$ cat config.mk
export PLATFORM = sky130hd
export DESIGN_NAME = pcorr_back
export DESIGN_NICKNAME = d
export VERILOG_FILES = /design/src/sv/pcorr_pkg.sv /design/src/sv/pcorr_back.sv
export SDC_FILE = /design/constraint.sdc
export NUM_CORES = 2
export LEC_CHECK = 0
export ABC_CLOCK_PERIOD_IN_PS = 25200
export BUFFER_PORTS_ARGS = -buffer_cell sky130_fd_sc_hd__buf_4
export CORE_UTILIZATION = 57
export CTS_CLUSTER_DIAMETER = 120
export DETAILED_ROUTE_END_ITERATION = 12
export MAX_ROUTING_LAYER = met4
export PLACE_DENSITY_LB_ADDON = 0.08
export SKIP_CTS_REPAIR_TIMING = 1
export SLEW_MARGIN = 5
export SYNTH_ARGS = -nofsm -noshare
export SYNTH_HDL_FRONTEND = slang
export SYNTH_SLANG_ARGS = --single-unit
$ cat constraint.sdc
create_clock -name clk -period 25.2 [get_ports clk]
set_input_delay 3.78 -clock clk [delete_from_list [all_inputs] [get_ports clk]]
set_output_delay 3.78 -clock clk [all_outputs]
set_load 0.03 [all_outputs]
$ cat src/sv/pcorr_pkg.sv
package pcorr_pkg;

  // Set capacity and sample width.
  localparam int MAX_PAIRS   = 1024;
  localparam int SAMPLE_BITS = 16;

  // Fixed port widths.
  localparam int IN_W      = 16;
  localparam int CORR_W    = 16;
  localparam int STAT_W    = 2;
  localparam int OUT_CNT_W = 11;

  // Accumulator widths.
  localparam int CNT_W  = $clog2(MAX_PAIRS + 1);
  localparam int PROD_W = 2 * SAMPLE_BITS;
  localparam int S_W    = SAMPLE_BITS + CNT_W;
  localparam int SQ_W   = 2 * SAMPLE_BITS + CNT_W - 2;
  localparam int XY_W   = SQ_W + 1;

  // Back end widths: variances, numerator magnitude, search words.
  localparam int VW           = CNT_W + SQ_W;
  localparam int MW           = VW + 1;
  localparam int DW           = 2 * VW;
  localparam int SEARCH_SHIFT = 30;
  localparam int SW           = 2 * MW + SEARCH_SHIFT + 2;
  localparam int Q_W          = CORR_W;
  localparam int K_W          = $clog2(Q_W);
  localparam logic [CORR_W-1:0] CORR_MAX = {1'b0, {(CORR_W - 1){1'b1}}};

  // Iterative multiplier: operands split into two halves each.
  localparam int MUL_HW    = (MW + 1) / 2;
  localparam int MUL_OW    = 2 * MUL_HW;
  localparam int MUL_PW    = 2 * MUL_OW;
  localparam int MUL_PARTS = 4;
  localparam int IDX_W     = $clog2(MUL_PARTS + 1);

  // Queue of finished sets between front and back.
  localparam int QDEPTH = 2;
  localparam int QPTR_W = (QDEPTH > 1) ? $clog2(QDEPTH) : 1;
  localparam int LVL_W  = $clog2(QDEPTH + 1);

  // Result status codes.
  localparam logic [STAT_W-1:0] STAT_OK       = 2'd0;
  localparam logic [STAT_W-1:0] STAT_ZERO_VAR = 2'd1;
  localparam logic [STAT_W-1:0] STAT_CAPACITY = 2'd2;

  // Accumulated totals of one set.
  typedef struct packed {
    logic [CNT_W-1:0]        count;
    logic signed [S_W-1:0]   sum_x;
    logic signed [S_W-1:0]   sum_y;
    logic [SQ_W-1:0]         sum_xx;
    logic [SQ_W-1:0]         sum_yy;
    logic signed [XY_W-1:0]  sum_xy;
    logic                    overflow;
  } snap_t;

  // Multiplier request and response.
  typedef struct packed {
    logic              start;
    logic [MUL_OW-1:0] a;
    logic [MUL_OW-1:0] b;
  } mul_req_t;

  typedef struct packed {
    logic              done;
    logic [MUL_PW-1:0] prod;
  } mul_rsp_t;

endpackage

$ cat src/sv/pcorr_back.sv
module pcorr_back (
  input  logic                                 clk,
  input  logic                                 rst_n,
  input  logic [pcorr_pkg::LVL_W-1:0]          q_level,
  input  pcorr_pkg::snap_t                     q_head,
  output logic                                 q_pop,
  output pcorr_pkg::mul_req_t                  mul_req,
  input  pcorr_pkg::mul_rsp_t                  mul_rsp,
  output logic                                 out_valid,
  input  logic                                 out_stall,
  output logic signed [pcorr_pkg::CORR_W-1:0]  out_correlation,
  output logic [pcorr_pkg::STAT_W-1:0]         out_status,
  output logic [pcorr_pkg::OUT_CNT_W-1:0]      out_pair_count
);
  import pcorr_pkg::*;

  // Sequencer states.
  localparam logic [2:0] ST_IDLE     = 3'd0;
  localparam logic [2:0] ST_MUL_GO   = 3'd1;
  localparam logic [2:0] ST_MUL_WAIT = 3'd2;
  localparam logic [2:0] ST_DELTA    = 3'd3;
  localparam logic [2:0] ST_TEST     = 3'd4;
  localparam logic [2:0] ST_DONE     = 3'd5;

  // Multiply steps, in order.
  localparam logic [2:0] OP_N_SXX  = 3'd0;
  localparam logic [2:0] OP_SX_SQ  = 3'd1;
  localparam logic [2:0] OP_N_SYY  = 3'd2;
  localparam logic [2:0] OP_SY_SQ  = 3'd3;
  localparam logic [2:0] OP_N_SXY  = 3'd4;
  localparam logic [2:0] OP_SX_SY  = 3'd5;
  localparam logic [2:0] OP_VX_VY  = 3'd6;
  localparam logic [2:0] OP_MAG_SQ = 3'd7;

  logic [2:0]             state_r, state_nxt;
  logic [2:0]             op_r, op_nxt;
  snap_t                  job_r, job_nxt;
  logic [VW-1:0]          ta_r, ta_nxt;
  logic [VW-1:0]          vx_r, vx_nxt;
  logic [VW-1:0]          vy_r, vy_nxt;
  logic [MW-1:0]          mag_r, mag_nxt;
  logic                   neg_r, neg_nxt;
  logic                   zvar_r, zvar_nxt;
  logic [SW-1:0]          e_r, e_nxt;
  logic [SW-1:0]          dq_r, dq_nxt;
  logic [SW-1:0]          d2_r, d2_nxt;
  logic [SW-1:0]          delta_r, delta_nxt;
  logic [Q_W-1:0]         q_r, q_nxt;
  logic [K_W-1:0]         k_r, k_nxt;
  logic                   out_valid_r, out_valid_nxt;
  logic [CORR_W-1:0]      corr_r, corr_nxt;
  logic [STAT_W-1:0]      status_r, status_nxt;
  logic [OUT_CNT_W-1:0]   pcount_r, pcount_nxt;

  logic [S_W-1:0]         abs_sx;
  logic [S_W-1:0]         abs_sy;
  logic [XY_W-1:0]        abs_sxy;
  logic [VW-1:0]          prod_lo;
  logic                   sa;
  logic                   sb;
  logic [SW:0]            diff;
  logic [SW:0]            dq_sum;
  logic                   take;

  // Magnitudes of the signed sums.
  assign abs_sx  = job_r.sum_x[S_W-1] ? (~job_r.sum_x + S_W'(1)) : job_r.sum_x;
  assign abs_sy  = job_r.sum_y[S_W-1] ? (~job_r.sum_y + S_W'(1)) : job_r.sum_y;
  assign abs_sxy = job_r.sum_xy[XY_W-1] ? (~job_r.sum_xy + XY_W'(1)) : job_r.sum_xy;
  assign sa      = job_r.sum_xy[XY_W-1];
  assign sb      = job_r.sum_x[S_W-1] ^ job_r.sum_y[S_W-1];
  assign prod_lo = mul_rsp.prod[VW-1:0];

  // Operand selection for the current multiply step.
  always_comb begin
    mul_req.start = state_r == ST_MUL_GO;
    case (op_r)
      OP_N_SXX: begin
        mul_req.a = MUL_OW'(job_r.count);
        mul_req.b = MUL_OW'(job_r.sum_xx);
      end
      OP_SX_SQ: begin
        mul_req.a = MUL_OW'(abs_sx);
        mul_req.b = MUL_OW'(abs_sx);
      end
      OP_N_SYY: begin
        mul_req.a = MUL_OW'(job_r.count);
        mul_req.b = MUL_OW'(job_r.sum_yy);
      end
      OP_SY_SQ: begin
        mul_req.a = MUL_OW'(abs_sy);
        mul_req.b = MUL_OW'(abs_sy);
      end
      OP_N_SXY: begin
        mul_req.a = MUL_OW'(job_r.count);
        mul_req.b = MUL_OW'(abs_sxy);
      end
      OP_SX_SY: begin
        mul_req.a = MUL_OW'(abs_sx);
        mul_req.b = MUL_OW'(abs_sy);
      end
      OP_VX_VY: begin
        mul_req.a = MUL_OW'(vx_r);
        mul_req.b = MUL_OW'(vy_r);
      end
      default: begin
        mul_req.a = MUL_OW'(mag_r);
        mul_req.b = MUL_OW'(mag_r);
      end
    endcase
  end

  // One search step: remainder minus the growth of q squared times the denominator.
  assign diff   = {1'b0, e_r} - {1'b0, delta_r};
  assign dq_sum = {1'b0, delta_r} + {1'b0, d2_r};
  assign take   = !diff[SW] && !q_r[Q_W-1];

  // Sequencer.
  always_comb begin
    state_nxt     = state_r;
    op_nxt        = op_r;
    job_nxt       = job_r;
    ta_nxt        = ta_r;
    vx_nxt        = vx_r;
    vy_nxt        = vy_r;
    mag_nxt       = mag_r;
    neg_nxt       = neg_r;
    zvar_nxt      = zvar_r;
    e_nxt         = e_r;
    dq_nxt        = dq_r;
    d2_nxt        = d2_r;
    delta_nxt     = delta_r;
    q_nxt         = q_r;
    k_nxt         = k_r;
    corr_nxt      = corr_r;
    status_nxt    = status_r;
    pcount_nxt    = pcount_r;
    out_valid_nxt = out_valid_r && out_stall;
    q_pop         = 1'b0;

    unique case (state_r)
      ST_IDLE: begin
        if (q_level != '0) begin
          q_pop     = 1'b1;
          job_nxt   = q_head;
          op_nxt    = OP_N_SXX;
          zvar_nxt  = 1'b0;
          state_nxt = ST_MUL_GO;
        end
      end

      ST_MUL_GO: begin
        state_nxt = ST_MUL_WAIT;
      end

      ST_MUL_WAIT: begin
        if (mul_rsp.done) begin
          op_nxt    = op_r + 3'd1;
          state_nxt = ST_MUL_GO;
          case (op_r)
            OP_N_SXX, OP_N_SYY, OP_N_SXY: begin
              ta_nxt = prod_lo;
            end
            OP_SX_SQ: begin
              vx_nxt = (ta_r >= prod_lo) ? ta_r - prod_lo : '0;
            end
            OP_SY_SQ: begin
              vy_nxt = (ta_r >= prod_lo) ? ta_r - prod_lo : '0;
            end
            OP_SX_SY: begin
              // Numerator as sign and magnitude.
              if (sa != sb) begin
                mag_nxt = MW'(ta_r) + MW'(prod_lo);
                neg_nxt = sa;
              end else if (ta_r >= prod_lo) begin
                mag_nxt = MW'(ta_r - prod_lo);
                neg_nxt = (ta_r != prod_lo) && sa;
              end else begin
                mag_nxt = MW'(prod_lo - ta_r);
                neg_nxt = !sa;
              end
              if (vx_r == '0 || vy_r == '0) begin
                zvar_nxt  = 1'b1;
                q_nxt     = '0;
                state_nxt = ST_DONE;
              end
            end
            OP_VX_VY: begin
              d2_nxt = SW'(mul_rsp.prod[DW-1:0]) << SEARCH_SHIFT;
            end
            default: begin
              e_nxt     = SW'(mul_rsp.prod) << SEARCH_SHIFT;
              dq_nxt    = '0;
              q_nxt     = '0;
              k_nxt     = K_W'(Q_W - 1);
              state_nxt = ST_DELTA;
            end
          endcase
        end
      end

      ST_DELTA: begin
        delta_nxt = dq_r + d2_r;
        state_nxt = ST_TEST;
      end

      ST_TEST: begin
        // Keep the trial bit when the square still fits under the remainder and the top bit of q is clear.
        if (take) begin
          e_nxt  = diff[SW-1:0];
          q_nxt  = q_r | (Q_W'(1) << k_r);
          dq_nxt = dq_sum[SW:1];
        end else begin
          dq_nxt = dq_r >> 1;
        end
        d2_nxt = d2_r >> 2;
        if (k_r == '0) begin
          state_nxt = ST_DONE;
        end else begin
          k_nxt     = k_r - K_W'(1);
          state_nxt = ST_DELTA;
        end
      end

      ST_DONE: begin
        if (!out_valid_r || !out_stall) begin
          if (zvar_r) begin
            corr_nxt = '0;
          end else if (neg_r) begin
            corr_nxt = ~q_r + Q_W'(1);
          end else begin
            corr_nxt = q_r[Q_W-1] ? CORR_MAX : q_r;
          end
          if (job_r.overflow) begin
            status_nxt = STAT_CAPACITY;
          end else if (zvar_r) begin
            status_nxt = STAT_ZERO_VAR;
          end else begin
            status_nxt = STAT_OK;
          end
          pcount_nxt    = OUT_CNT_W'(job_r.count);
          out_valid_nxt = 1'b1;
          state_nxt     = ST_IDLE;
        end
      end

      default: begin
        state_nxt = ST_IDLE;
      end
    endcase
  end

  // Control registers.
  always_ff @(posedge clk) begin
    if (!rst_n) begin
      state_r     <= ST_IDLE;
      out_valid_r <= 1'b0;
    end else begin
      state_r     <= state_nxt;
      out_valid_r <= out_valid_nxt;
    end
  end

  // Datapath registers.
  always_ff @(posedge clk) begin
    op_r     <= op_nxt;
    job_r    <= job_nxt;
    ta_r     <= ta_nxt;
    vx_r     <= vx_nxt;
    vy_r     <= vy_nxt;
    mag_r    <= mag_nxt;
    neg_r    <= neg_nxt;
    zvar_r   <= zvar_nxt;
    e_r      <= e_nxt;
    dq_r     <= dq_nxt;
    d2_r     <= d2_nxt;
    delta_r  <= delta_nxt;
    q_r      <= q_nxt;
    k_r      <= k_nxt;
    corr_r   <= corr_nxt;
    status_r <= status_nxt;
    pcount_r <= pcount_nxt;
  end

  assign out_valid       = out_valid_r;
  assign out_correlation = corr_r;
  assign out_status      = status_r;
  assign out_pair_count  = pcount_r;

endmodule

* After elaboration in Yosys (flattened, before gate mapping)
Cells that the tools add are included.
W data, S select, Z words.
** Word-level totals
- Register bits :: 1009
- Input port bits :: 304
- Output and inout port bits :: 140
** Operators by class
- Shift operators :: 1
- Order comparisons :: 1
- Reduce and logical (&&, ||, !) cells :: 35
- Bitwise logic cells :: 6
- Add/sub/neg operators :: 13
- Muxes and demuxes :: 51
- Equality and inequality tests :: 24
** Operators with widths (count)
- $mux W138 :: 8
- $pmux W138 S2 :: 3
- $pmux W107 S7 :: 1
- $add A138 B138 Y139 :: 1
- $sub A138 B138 Y139 :: 1
- $add A138 B138 Y138 :: 1
- $mux W53 :: 2
- $sub A52 B52 Y53 :: 2
- $logic_not A52 Y1 :: 2
- $mux W16 :: 4
- $pmux W16 S2 :: 2
- $add A27 B2 Y27 const B :: 2
- $mux W27 :: 2
- $not A27 Y27 :: 2
- $add A52 B52 Y53 :: 1
- $ge A52 B52 Y1 :: 1
- $mux W52 :: 1
- $ne A52 B52 Y1 :: 1
- $sub A52 B52 Y52 :: 1
- $add A42 B2 Y42 const B :: 1
- $mux W42 :: 1
- $not A42 Y42 :: 1
- $reduce_and A3 Y1 :: 8
- $mux W3 :: 7
- other kinds (33) :: 75

* Depth between registers and ports, before layout
- Depth after elaboration :: 6
- Mapped depth :: 19

* Least setup slack after synthesis
No wires, ideal clock.
- Kind :: input to output
- From :: input port q_level[1] (netlist bit)
- To :: output port q_pop
- Stages :: 2
- Slack :: -1.035 ns
- Arrival time :: 22.455 ns
- Buffers on the path :: 0
- Cells stage by stage :: nor2_1 > nor4_1
** Between the ends
- Word-level cells in the longest chain between the ends :: 3
** Ends and longest elaborated chain
- start: declaration :: RTL line pcorr_back.sv:4 : input logic [pcorr_pkg::LVL_W-1:0] q_level,
- $reduce_bool A2 Y1 :: RTL line pcorr_back.sv:142 : if (q_level != '0) begin
- $mux W1 :: RTL line pcorr_back.sv:142
- $mux W1 :: RTL line pcorr_back.sv:140 : unique case (state_r)
- end: declaration :: RTL line pcorr_back.sv:6 : output logic q_pop,
No other way between the ends.

==> metrics.md <==
| Metric | Value |
|---|---|
| Via count | 69.3k |
| Post-route setup TNS | 0 ns |
| Global-route wire length before repair | 409000 um |
| Final ANT Viol Nets | 0 |
| Die height | 367 um |
| Worst r2r src | delta_r[0] |
| P_int | 0.00332 W |
| Met2 Resource Use GR | 58.8% |
| Avg WL per Cell | 26.9 um |
| Worst flop-to-flop path endpoint | dq_r[63] |
| Max transition margin | 17.2% |
| Switching pwr | 0.00161 W |
| CTS tree | built |
| Starting Density | 57.6% |
| GRT overflow | 0 |
| PnR worst setup slack | 16.37 ns |
| Port Buffers | 441 |
| Initial antenna violation count | 17 |
| Ys async rst share | 0% |
| Critical path cell sequence | buf_4 > inv_1 > ha_1 > buf_4 > nor4_2 > buf_4 > buf_4 > a222oi_1 > nand2_1 > a21oi_1 > o21ai_0 > buf_4 |
| Top Family by Delay on Critical Path | buffers and inverters |
| Clock power share | 34.3% |
| Hold Path Stages | 0 |
| Period utilization | 35.0% |
| Area Growth Syn to Fin | 10.5% |
| Latest clock arrival within the worst-skew pair | 0.77 ns |
| # IOs | 444 |
| All-Layer GR Usage | 41.1% |
| Comb pwr share | 24.9% |
| Fmax achieved | 0.113 GHz |
| CP endpoint | mul_req[20] |
| Critical Path RT | 21.42 ns |
| Final Slew Violations | 0 |
| Leakage | 33.5 nW |
| Largest net degree at the start of global routing | 150 |
| Synth Cell Area | 0.0761 sq mm |
| CTS Buf Count | 112 |
| Clk buf depth | 3 |
| Cell repeated most along the worst path | buf_4 |
| Pre-CTS setup slack | 16.49 ns |
| Crit path max-delay cell type | buf_4 |
| Pwr/cell area | 58.7 mW/mm^2 |
| H-tree depth | 3 |
| Worst vdd ir | 63.9 uV |
| CTS sink count | 1005 |
| Layout Nets | 9399 |
| CP Capture Type | primary output |
| Status | complete, no violations |
| EDFF count, synth | 1001 |
| Synth unique cells | 110 |
| Layout Utilization | 63.7% |
| Vias in the first global route | 64.2k |
| Starting DRT DRC Count | 10.3k |
| Met3 Use GR | 8.07% |
| RSZ-0062 raised after global routing | no |
| Filler Cell Count | 10.8k |
| Gate Count Post-Synth | 8355 |
| FF-to-FF setup slack | 17.38 ns |
| Worst hold slack | 0.438 ns |
| Max Cap Viol | 0 |
| Residual DRC count | 0 |
| Share of layout cells above drive strength 1 | 9.26% |
| Initial DRT Pass Iterations | 8 |
| Register clock-pin slew on the reported worst setup and hold paths | 0.06 ns |
| Routed WL | 279000 um |
| Synth Register Bits | 1005 |
| Final setup violation count | 0 |
| Die Wd | 367 um |
| Critical path fanouts, max | 84 |
| Placer Congestion | 1.06 |
| Slew @ Worst Pin | 1.24 ns |
| Via density | 6.67 |
| CP startpoint kind | flop |
| Hold Crit Class | reg2reg |
| Sw Ratio | 32.7% |
| Sequential area share after synthesis | 39.6% |
| Layer with the highest usage | met2 |
| Total power | 0.00493 W |
| CP Class | reg2out |
| Commonest non-fill, non-tap cell in the layout | edfxtp_1 |
| Crit path time final | 8.83 ns |
| Worst EP arrival | 5.05 ns |
| Fin. Hold Viols | 0 |
| Full die area | 0.135 sq mm |
| Syn avg cell area | 9.10 sq um |
| Root Buffer | clkbuf_16 |
| Core Region | 0.132 sq mm |
| Primary FF master, synth | edfxtp_1 |
| Row Count | 133 |
| CP max stage delay | 0.71 ns |
| Most frequent cells in the layout | edfxtp_1, nand2_1, a21oi_1 |
| Crit path buffers/inverters | 6 |
| YS warnings | 0 |
| Critical path launch point | op_r[2] |
| WP depth | 12 |
| FF-to-FF path depth | 19 |
| Detailed Place HPWL | 219000 um |
| Clock skew | 0.0452 ns |
| Reg power frac | 40.9% |
| Met1 global-route usage | 56.9% |
## cell families after synthesis
| kind of cell | after synthesis | synth area share, % |
|---|---|---|
| compound gates | 2569 | 21.6 |
| simple gates | 2500 | 15.0 |
| flops | 1005 | 39.6 |
| buf+inv | 913 | 4.71 |
| xor+xnor | 582 | 6.70 |
| fa+ha+maj | 581 | 9.62 |
| mux | 204 | 2.76 |
| other cells | 1 | 0.00493 |
## worst register-to-register path: cells and delay by family (launching register included)
kind | cells | cell delay, ns
buffers and inverters | 3 | 2.01
multiplexers | 1 | 0.46
adder cells (fa/ha/maj) | 2 | 0.67
AND/OR/NAND/NOR | 4 | 0.71
AO/OA/AOI/OAI | 9 | 3.25
flip-flops | 1 | 0.45
## area by class of cell
class | instances | area, sq um | share of cell area [%]
Antenna cell | 18 | 45.0 | 0.0536
Clock buffer | 129 | 2890 | 3.44
Multi-Input combinational cell | 6438 | 42500 | 50.6
Tap cell | 1755 | 2200 | 2.61
Clock inverter | 74 | 796 | 0.947
Inverter | 460 | 1730 | 2.06
Timing Repair Buffer | 497 | 3760 | 4.47
Sequential cell | 1005 | 30100 | 35.9
## metal layers
layer | wire, um | part of all wire (%)
met3 | 31900 | 11
met5 | 0 | 0
met4 | 13500 | 4.8
met1 | 116000 | 41
met2 | 118000 | 42
## sequential cells by signal, summed over array words and instances, names as in the netlist, 53 cells and up
name and count:
job_r 190, delta_r 138, dq_r 138, e_r 138
d2_r 134, mag_r 53
## worst min-delay path by stage
stage / to / start / slack, ns
global route: out_status[1] / job_r[0] / 0.44
global placement: out_status[1] / job_r[0] / 0.43
CTS: out_status[1] / job_r[0] / 0.44
floorplan: out_pair_count[1] / job_r[180] / 0.43
detailed placement: out_status[1] / job_r[0] / 0.46
finish: out_status[1] / job_r[0] / 0.44
## cells in the mapped netlist (all sizes together) (18+ instances only)
| master | n | area share, % |
|---|---|---|
| o211ai | 54 | 0.53 |
| a222oi | 43 | 0.57 |
| a211o | 20 | 0.23 |
| a21o | 277 | 2.7 |
| edfxtp | 1001 | 40 |
| a221oi | 41 | 0.50 |
| nand2 | 875 | 4.3 |
| a31oi | 75 | 0.66 |
| a311oi | 22 | 0.25 |
| o221ai | 19 | 0.22 |
| and3 | 25 | 0.21 |
| o21bai | 172 | 1.7 |
| nor3 | 130 | 0.87 |
| o31a | 18 | 0.21 |
| or4 | 28 | 0.28 |
| o21a | 58 | 0.57 |
| o41ai | 26 | 0.35 |
| nor4 | 71 | 0.60 |
| inv | 458 | 2.3 |
| nand2b | 55 | 0.45 |
| xnor2 | 374 | 4.3 |
| xor2 | 208 | 2.4 |
| nor2 | 762 | 3.8 |
| mux2 | 48 | 0.71 |
| or2 | 27 | 0.22 |
| a21boi | 29 | 0.29 |
| or3 | 47 | 0.39 |
| a22o | 60 | 0.69 |
| o31ai | 71 | 0.74 |
| clkbuf | 341 | 1.7 |
| ha | 575 | 9.5 |
| nor2b | 49 | 0.40 |
| a21oi | 827 | 5.5 |
| buf | 112 | 0.75 |
| nand3 | 93 | 0.61 |
| nand4 | 244 | 2.0 |
| mux2i | 156 | 2.1 |
| o22ai | 20 | 0.17 |
| a211oi | 48 | 0.48 |
| and2 | 63 | 0.52 |
| o21ai | 574 | 3.8 |
## power by group through the flow
stage | combinational (W) | sequential [W] | clock, W
2_1_floorplan | 0.000779 | 0.00203 | 0
3_3_place_gp | 0.00118 | 0.00204 | 0
3_5_place_dp | 0.00119 | 0.00204 | 0
4_1_cts | 0.00119 | 0.00201 | 0.00170
5_1_grt | 0.00129 | 0.00202 | 0.00175
6_report | 0.00123 | 0.00202 | 0.00169
## stage by stage
| step | cell area (sq um) | cells |
|---|---|---|
| after CTS | 84000 | 10400 |
| after floorplan | 76100 | 8356 |
| after global placement | 80300 | 10200 |
| final | 84000 | 10400 |
| after global routing | 84000 | 10400 |
| after detailed placement | 80300 | 10200 |
Note: power is estimated with default switching activity, not from simulation.
